**config.mk**
```make
export PLATFORM = sky130hd
export DESIGN_NAME = preemptive_priority_scheduler_core
export DESIGN_NICKNAME = d
export VERILOG_FILES = /design/src/hdl/pps_pkg.sv /design/src/hdl/pps_front.sv /design/src/hdl/pps_engine.sv /design/src/hdl/preemptive_priority_scheduler_core.sv
export SDC_FILE = /design/constraint.sdc
export NUM_CORES = 2
export LEC_CHECK = 0
export BUFFER_PORTS_ARGS = -buffer_cell sky130_fd_sc_hd__buf_2
export CAP_MARGIN = 0
export CORE_MARGIN = 2
export CORE_UTILIZATION = 63
export DETAILED_ROUTE_END_ITERATION = 8
export PLACE_DENSITY = 0.8
export REMOVE_ABC_BUFFERS = 1
export SYNTH_ARGS = -nofsm -noshare
export SYNTH_HDL_FRONTEND = slang
export SYNTH_SLANG_ARGS = --single-unit
```
**constraint.sdc**
```tcl
create_clock -name clk -period 6.55 [get_ports clk]
set_clock_uncertainty 0.05 [all_clocks]
set_input_delay 0.3275 -clock clk [delete_from_list [all_inputs] [get_ports clk]]
set_output_delay 0.3275 -clock clk [all_outputs]
set_load 0.01 [all_outputs]
```
**src/hdl/pps_pkg.sv**
```systemverilog
`timescale 1ns / 1ps
// ----------------------------------------------------------------------------
// Priority scheduler package
// Shared types and constants for the preemptive priority scheduler.
// ----------------------------------------------------------------------------
package pps_pkg;

	localparam int TABLE_DEPTH_DEF = 16;
	localparam logic [15:0] QUANTUM_RESET = 16'd500;

	localparam logic KIND_ARRIVAL = 1'b0;
	localparam logic KIND_TICK    = 1'b1;

	// Command handed from the front end to the execution engine.
	typedef struct packed {
		logic        kind;
		logic [15:0] task_id;
		logic [23:0] burst_len;
		logic [7:0]  prio_level;
	} pps_cmd_t;

	typedef struct packed {
		logic        ran_valid;
		logic [15:0] ran_id;
		logic        finished;
		logic        preempted;
		logic        dropped;
	} pps_res_t;

	typedef enum logic [2:0] {
		ST_IDLE,
		ST_SCAN,
		ST_RUN,
		ST_WRITE,
		ST_OUT
	} pps_state_t;

endpackage

```
**src/hdl/pps_front.sv**
```systemverilog
`timescale 1ns / 1ps
// ----------------------------------------------------------------------------
// Scheduler front end
// Accepts input transactions into a two-entry command queue.
// ----------------------------------------------------------------------------
module pps_front import pps_pkg::*; (
	input  logic     clk,
	input  logic     arst_n,
	input  logic     in_valid,
	output logic     in_stall,
	input  pps_cmd_t in_cmd,
	output logic     cmd_valid,
	input  logic     cmd_take,
	output pps_cmd_t cmd
);
	pps_cmd_t   q_mem_q [2];
	logic       wr_ptr_q, rd_ptr_q;
	logic [1:0] count_q;
	logic       push, pop;

	assign in_stall  = (count_q == 2'd2);
	assign push      = in_valid && !in_stall;
	assign cmd_valid = (count_q != 2'd0);
	assign pop       = cmd_valid && cmd_take;
	assign cmd       = q_mem_q[rd_ptr_q];

	always_ff @(posedge clk) begin
		if (push) q_mem_q[wr_ptr_q] <= in_cmd;
	end

	always_ff @(posedge clk or negedge arst_n) begin
		if (!arst_n) begin
			wr_ptr_q <= 1'b0;
			rd_ptr_q <= 1'b0;
			count_q  <= 2'd0;
		end else begin
			if (push) wr_ptr_q <= ~wr_ptr_q;
			if (pop) rd_ptr_q <= ~rd_ptr_q;
			count_q <= count_q + {1'b0, push} - {1'b0, pop};
		end
	end

	a_no_overflow: assert property (@(posedge clk) disable iff (!arst_n)
		count_q == 2'd2 |-> !push) else $error("queue overflow");
	a_count_range: assert property (@(posedge clk) disable iff (!arst_n)
		count_q != 2'd3) else $error("bad queue count");
	a_pop_nonempty: assert property (@(posedge clk) disable iff (!arst_n)
		pop |-> count_q != 2'd0) else $error("pop from empty queue");
endmodule

```
**src/hdl/pps_engine.sv**
```systemverilog
`timescale 1ns / 1ps
// ----------------------------------------------------------------------------
// Scheduler execution engine
// Holds the ready table and current task; scans one slot per cycle.
// ----------------------------------------------------------------------------
module pps_engine import pps_pkg::*; #(
	parameter int TABLE_DEPTH = TABLE_DEPTH_DEF
) (
	input  logic        clk,
	input  logic        arst_n,
	input  logic [15:0] quantum_len,
	input  logic        cmd_valid,
	output logic        cmd_take,
	input  pps_cmd_t    cmd,
	output logic        out_valid,
	input  logic        out_stall,
	output pps_res_t    res
);
	localparam int IW = (TABLE_DEPTH > 1) ? $clog2(TABLE_DEPTH) : 1;

	logic [TABLE_DEPTH-1:0] slot_valid_q;
	logic [15:0] slot_id_q    [TABLE_DEPTH];
	logic [23:0] slot_rem_q   [TABLE_DEPTH];
	logic [7:0]  slot_prio_q  [TABLE_DEPTH];
	logic [15:0] slot_order_q [TABLE_DEPTH];

	logic [15:0] order_q;
	logic        cur_valid_q;
	logic [15:0] cur_id_q;
	logic [23:0] cur_rem_q;
	logic [7:0]  cur_prio_q;

	pps_state_t  state_q, state_d;
	pps_cmd_t    cmd_q;
	logic [IW:0] idx_q;
	logic        best_found_q;
	logic [IW-1:0] best_q;
	logic [7:0]  best_prio_q;
	logic [15:0] best_age_q;
	logic        free_found_q;
	logic [IW-1:0] free_q;
	pps_res_t    res_q;

	logic [IW-1:0] idx;
	logic [15:0]   age;
	logic          better;

	assign idx    = idx_q[IW-1:0];
	assign age    = order_q - slot_order_q[idx];
	assign better = slot_valid_q[idx] && (!best_found_q || slot_prio_q[idx] < best_prio_q ||
		(slot_prio_q[idx] == best_prio_q && age > best_age_q));
	assign out_valid = (state_q == ST_OUT);
	assign res       = res_q;

	always_comb begin
		state_d  = state_q;
		cmd_take = 1'b0;
		case (state_q)
			ST_IDLE: begin
				cmd_take = cmd_valid;
				if (cmd_valid) state_d = ST_SCAN;
			end
			ST_SCAN: if (idx_q == (IW+1)'(TABLE_DEPTH - 1)) state_d = ST_RUN;
			ST_RUN:   state_d = ST_WRITE;
			ST_WRITE: state_d = ST_OUT;
			ST_OUT:   if (!out_stall) state_d = ST_IDLE;
			default:  state_d = ST_IDLE;
		endcase
	end

	always_ff @(posedge clk or negedge arst_n) begin
		if (!arst_n) state_q <= ST_IDLE;
		else state_q <= state_d;
	end

	// Slot payload needs no reset; reads are qualified by the valid bits.
	always_ff @(posedge clk) begin
		if (state_q == ST_WRITE && cmd_q.kind == KIND_ARRIVAL && free_found_q) begin
			slot_id_q[free_q]    <= cmd_q.task_id;
			slot_rem_q[free_q]   <= cmd_q.burst_len;
			slot_prio_q[free_q]  <= cmd_q.prio_level;
			slot_order_q[free_q] <= order_q;
		end
		// The displaced task takes the slot of the task that replaces it.
		if (state_q == ST_RUN && cmd_q.kind == KIND_TICK && cur_valid_q &&
				best_found_q && best_prio_q < cur_prio_q) begin
			slot_id_q[best_q]    <= cur_id_q;
			slot_rem_q[best_q]   <= cur_rem_q;
			slot_prio_q[best_q]  <= cur_prio_q;
			slot_order_q[best_q] <= order_q;
		end
	end

	always_ff @(posedge clk or negedge arst_n) begin
		if (!arst_n) begin
			slot_valid_q <= '0;
			order_q      <= '0;
			cur_valid_q  <= 1'b0;
			cur_id_q     <= '0;
			cur_rem_q    <= '0;
			cur_prio_q   <= '0;
			idx_q        <= '0;
			best_found_q <= 1'b0;
			best_q       <= '0;
			best_prio_q  <= '0;
			best_age_q   <= '0;
			free_found_q <= 1'b0;
			free_q       <= '0;
			cmd_q        <= '0;
			res_q        <= '0;
		end else begin
			case (state_q)
				ST_IDLE: begin
					cmd_q        <= cmd;
					idx_q        <= '0;
					best_found_q <= 1'b0;
					free_found_q <= 1'b0;
					res_q        <= '0;
				end
				ST_SCAN: begin
					if (better) begin
						best_found_q <= 1'b1;
						best_q       <= idx;
						best_prio_q  <= slot_prio_q[idx];
						best_age_q   <= age;
					end
					if (!slot_valid_q[idx] && !free_found_q) begin
						free_found_q <= 1'b1;
						free_q       <= idx;
					end
					idx_q <= idx_q + (IW+1)'(1);
				end
				ST_RUN: begin
					// Pick the task that runs this tick.
					if (cmd_q.kind == KIND_TICK) begin
						if (!cur_valid_q) begin
							if (best_found_q) begin
								cur_valid_q <= 1'b1;
								cur_id_q    <= slot_id_q[best_q];
								cur_rem_q   <= slot_rem_q[best_q];
								cur_prio_q  <= best_prio_q;
								slot_valid_q[best_q] <= 1'b0;
							end
						end else if (best_found_q && best_prio_q < cur_prio_q) begin
							cur_id_q   <= slot_id_q[best_q];
							cur_rem_q  <= slot_rem_q[best_q];
							cur_prio_q <= best_prio_q;
							order_q    <= order_q + 16'd1;
							res_q.preempted <= 1'b1;
						end
					end
				end
				ST_WRITE: begin
					if (cmd_q.kind == KIND_ARRIVAL) begin
						if (free_found_q) begin
							slot_valid_q[free_q] <= 1'b1;
							order_q <= order_q + 16'd1;
						end else begin
							res_q.dropped <= 1'b1;
						end
					end else if (cur_valid_q) begin
						res_q.ran_valid <= 1'b1;
						res_q.ran_id    <= cur_id_q;
						if (cur_rem_q <= {8'd0, quantum_len}) begin
							cur_rem_q   <= '0;
							cur_valid_q <= 1'b0;
							res_q.finished <= 1'b1;
						end else begin
							cur_rem_q <= cur_rem_q - {8'd0, quantum_len};
						end
					end
				end
				ST_OUT: ;
				default: ;
			endcase
		end
	end

	a_out_hold: assert property (@(posedge clk) disable iff (!arst_n)
		out_valid && out_stall |=> out_valid) else $error("result lost");
	a_one_flag: assert property (@(posedge clk) disable iff (!arst_n)
		out_valid |-> !(res_q.dropped && res_q.ran_valid)) else $error("bad flags");
	a_fin_free: assert property (@(posedge clk) disable iff (!arst_n)
		out_valid && res_q.finished |-> !cur_valid_q) else $error("finished task still current");
endmodule

```
**src/hdl/preemptive_priority_scheduler_core.sv**
```systemverilog
`timescale 1ns / 1ps
// ----------------------------------------------------------------------------
// Preemptive priority scheduler core
// Ready table of TABLE_DEPTH tasks with priority and FIFO-tie preemption.
// ----------------------------------------------------------------------------
// Each transaction yields exactly one result. The engine handles one
// transaction at a time: a take state, a scan of one table slot per cycle
// for the minimum and a free slot, then run, write and result states, the
// result held through any output stall. A two-entry queue in front keeps
// accepting transactions while the engine works, until the queue is full.
module preemptive_priority_scheduler_core import pps_pkg::*; #(
	parameter int TABLE_DEPTH = TABLE_DEPTH_DEF
) (
	input  logic        clk,
	input  logic        arst_n,
	input  logic        cfg_we,
	input  logic [15:0] cfg_wdata,
	input  logic        in_valid,
	output logic        in_stall,
	input  logic        kind,
	input  logic [15:0] task_id,
	input  logic [23:0] burst_len,
	input  logic [7:0]  prio_level,
	output logic        out_valid,
	input  logic        out_stall,
	output logic        ran_valid,
	output logic [15:0] ran_id,
	output logic        finished,
	output logic        preempted,
	output logic        dropped
);
	logic [15:0] quantum_q;
	pps_cmd_t    in_cmd, cmd;
	logic        cmd_valid, cmd_take;
	pps_res_t    res;

	always_ff @(posedge clk or negedge arst_n) begin
		if (!arst_n) quantum_q <= QUANTUM_RESET;
		else if (cfg_we) quantum_q <= cfg_wdata;
	end

	assign in_cmd = '{kind: kind, task_id: task_id, burst_len: burst_len,
		prio_level: prio_level};

	pps_front u_front (
		.clk(clk), .arst_n(arst_n), .in_valid(in_valid), .in_stall(in_stall),
		.in_cmd(in_cmd), .cmd_valid(cmd_valid), .cmd_take(cmd_take), .cmd(cmd)
	);

	pps_engine #(.TABLE_DEPTH(TABLE_DEPTH)) u_engine (
		.clk(clk), .arst_n(arst_n), .quantum_len(quantum_q),
		.cmd_valid(cmd_valid), .cmd_take(cmd_take), .cmd(cmd),
		.out_valid(out_valid), .out_stall(out_stall), .res(res)
	);

	assign ran_valid = res.ran_valid;
	assign ran_id    = res.ran_id;
	assign finished  = res.finished;
	assign preempted = res.preempted;
	assign dropped   = res.dropped;
endmodule
```
==> impl_metrics.py <==
metrics = {
    "layout": {
        "nFillCells": 4864,
        "final_cell_count_no_fill": 4422,
        "fin_nets": 3306,
        "register_area_um2": 39000,
        "fin_util": 0.721,
        "diodes": 0,
        "final_common_cell": "edfxtp_1",
        "multi_input_area_um2": 14000,
        "final_cell_mix": "edfxtp_1 (1122), mux4_2 (250), dfrtp_1 (199)",
        "syn2layout_area_growth_pct": 13.9,
        "layout-drive-gt1-share": 0.227,
    },
    "routing": {
        "drtAntennaViolNets": 0,
        "wirelength_um": 134000,
        "vias": 30020,
        "vias_per_cell": 6.79,
        "drtIter0Drc": 3590,
        "post_drt_wl_per_cell_um": 30.4,
        "first_pass_iters": 5,
        "drc": 0,
    },
    "timing": {
        "period_needed_ns": 5.76,
        "maxSlewViolCount": 0,
        "fmax_mhz": 174,
        "rsz0062_at_grt": "false",
        "hold-worst-slack_ns": 0.0655,
        "setup_viol": 0,
        "relSlewSlack": 0.184,
        "hold_viol": 0,
        "worst_pin_slew_ns": 1.22,
        "post-route-period-util": 0.880,
    },
    "die": {
        "start_util": 0.633,
        "core_um2": 84900,
        "num_rows": 107,
        "pin_count": 92,
        "die_h_um": 296,
        "dieArea_um2": 87700,
        "die_x_um": 296,
    },
    "synth": {
        "ys_top_cells_by_area": "edfxtp_1 (63%), mux4_2 (10%), dfrtp_1 (9.6%)",
        "synthFlopType": "edfxtp_1",
        "syn_area_per_cell_um2": 18.3,
        "syn_area_um2": 53700,
        "yosysWarnings": 0,
        "synth-edff-count": 1122,
        "synth_top_cell_by_area": "edfxtp_1",
        "synth_cell_types": 76,
        "ys_async_sr_fraction": 0.159,
        "synthCells": 2929,
        "synth_top_area_frac": 0.627,
        "ys_seq_area_frac": 0.726,
        "ys_ff_latch": 1334,
    },
    "global_route": {
        "grt_max_degree": 121,
        "grtUsageTotal": 0.315,
        "grt_pass1_wl_um": 199000,
        "grt_pass1_vias": 31080,
        "antenna_found_initial": 3,
        "grt_overflow": 0,
    },
    "worst_setup_path": {
        "worstPathRequired_ns": 7.12,
        "crit_path_max_fanout": 42,
        "rr_endpoint": "u_engine.best_age_q[6]",
        "reg2reg_depth": 18,
        "r2r_start": "u_engine.idx_q[0]",
        "r2r_setup_slack_ns": 0.79,
        "worstSetupPathType": "flip-flop to flip-flop",
        "slowest_delay_ns": 0.72,
        "end_kind": "flip-flop",
        "start_kind": "flip-flop",
        "cp-startpoint": "u_engine.idx_q[0]",
        "critPathArrivalTime_ns": 6.33,
        "crit_path_top_delay_cell": "dfrtp_4",
        "path_cells": "buf_12 > mux4_2 > a221oi_1 > ha_1 > and3_1 > o211ai_1 > a41oi_1 > a211oi_1 > xnor2_1 > ha_1 > nand3_1 > nor3_1 > nand2_1 > o21ai_0 > a41oi_1 > o211ai_1 > buf_4 > mux2_1",
    },
    "clocking": {
        "cts.path.max_buffers": 3,
        "clk_latency_ns": 0.74,
        "htreeDepth": 4,
        "clk_pin_slew_ns": 0.07,
        "numCtsBuffers": 132,
        "cts_tree": "done",
        "root_buffer": "clkbuf_16",
        "post_cts_resize_count": 0,
        "clkSinkCount": 1334,
    },
    "place": {
        "dpl.cell_count": 4090,
        "place.gp.congestion": 0.889,
        "io_buffers": 91,
        "dp_hpwl_um": 71600,
    },
    "hold_path": {
        "min_delay_path_depth": 2,
        "hp-class": "input pin to flip-flop",
        "min_from": "cfg_we",
        "worstHoldEndpoint": "quantum_q[11]",
    },
    "power": {
        "peakVddDrop_v": 0.000419,
        "p_leak_nw": 20.8,
        "p_total_mw": 25.3,
        "powerDensity_nw_per_um2": 413,
    },
    "flow_run": {
        "maxCapViolations": 0,
    },
    "outcome": {
        "run_status": "finished clean",
    },
}
[per-layer routing]
layer,track usage,vias to the layer above,part of all wire
li1,-,12211,-
met1,0.425,15560,0.37
met2,0.510,1875,0.50
met3,0.0631,372,0.096
met4,0.133,2,0.040
met5,0,-,0.000097
[synth_stat cells, types with 10 or more instances]
library cell,instances
nor2b_1,12
xor2_1,15
buf_2,51
ha_1,67
nand3_1,34
dfrtp_1,206
o21a_1,25
mux4_2,250
a22oi_1,12
nand4_1,13
o21ai_0,103
nand2_1,99
a22o_1,17
inv_1,70
a21oi_1,103
a221oi_1,66
buf_1,17
clkbuf_1,73
mux2_1,19
mux2_2,69
edfxtp_1,1122
nor3_1,15
mux2i_1,153
nor2_1,127
nand2b_1,10
xnor2_1,28
o21ai_1,15
[cells by family after synthesis]
family          synth area share
flops                      0.726
mux                        0.152
compound gates            0.0508
simple gates              0.0314
buf+inv                   0.0170
fa+ha+maj                 0.0163
xor+xnor                 0.00701
[what timing repair did]
item	in CTS	in global routing
hold buffers	87	0
endpoints found under the hold margin	196	0
setup buffers	0	0
[area by class of cell]
class | instances | share of cell area
clock buffers | 182 | 0.0611
well taps | 1144 | 0.0234
flip-flops and latches | 1334 | 0.638
multi-input cells | 1377 | 0.229
inverters | 72 | 0.00442
clock inverters | 63 | 0.0112
repair buffers | 250 | 0.0333
[worst max-delay path: cells and delay by family, from the launching register on]
kind / cells / cell delay (ns)
multiplexers: 2 / 0.94
AO/OA/AOI/OAI: 7 / 1.73
XOR/XNOR: 1 / 0.14
flip-flops: 1 / 0.72
buffers and inverters: 2 / 0.68
AND/OR/NAND/NOR: 4 / 0.61
adder cells (fa/ha/maj): 2 / 0.76
[sequential cells by signal, summed over array words and instances, names as in the netlist, 20 cells and up]
signal / flops
u_engine.slot_rem_q: 384
u_engine.slot_id_q: 256
u_engine.slot_order_q: 256
u_engine.slot_prio_q: 128
u_front.q_mem_q: 98
u_engine.cmd_q: 49
u_engine.cur_rem_q: 24
u_engine.res: 20
[per-stage QoR]
| step | setup slack, ns | setup TNS (ns) | instance area [µm²] |
|---|---|---|---|
| floorplan | -4.07 | -2829.46 | 53100 |
| global placement | 0.792 | 0 | 55900 |
| detailed placement | 0.794 | 0 | 55900 |
| CTS | 0.757 | 0 | 61200 |
| global route | 0.291 | 0 | 61200 |
| finish | 0.786 | 0 | 61200 |
[how the worst max path moves through the flow]
stage                                         end  slack, ns
final                      u_engine.best_age_q[6]       0.79
after detailed placement   u_engine.best_age_q[6]       0.79
after global routing       u_engine.best_age_q[6]       0.29
after global placement    u_engine.best_age_q[15]       0.79
after floorplan           u_engine.best_age_q[10]      -4.07
after CTS                  u_engine.best_age_q[6]       0.76
[report_power, final]
group	switching [mW]	total, mW	internal [mW]
combinational	3.73	6.54	2.81
clock	3.25	7.71	4.46
sequential	0.625	11.0	10.4
No activity file was read; power rests on OpenSTA's default activity.
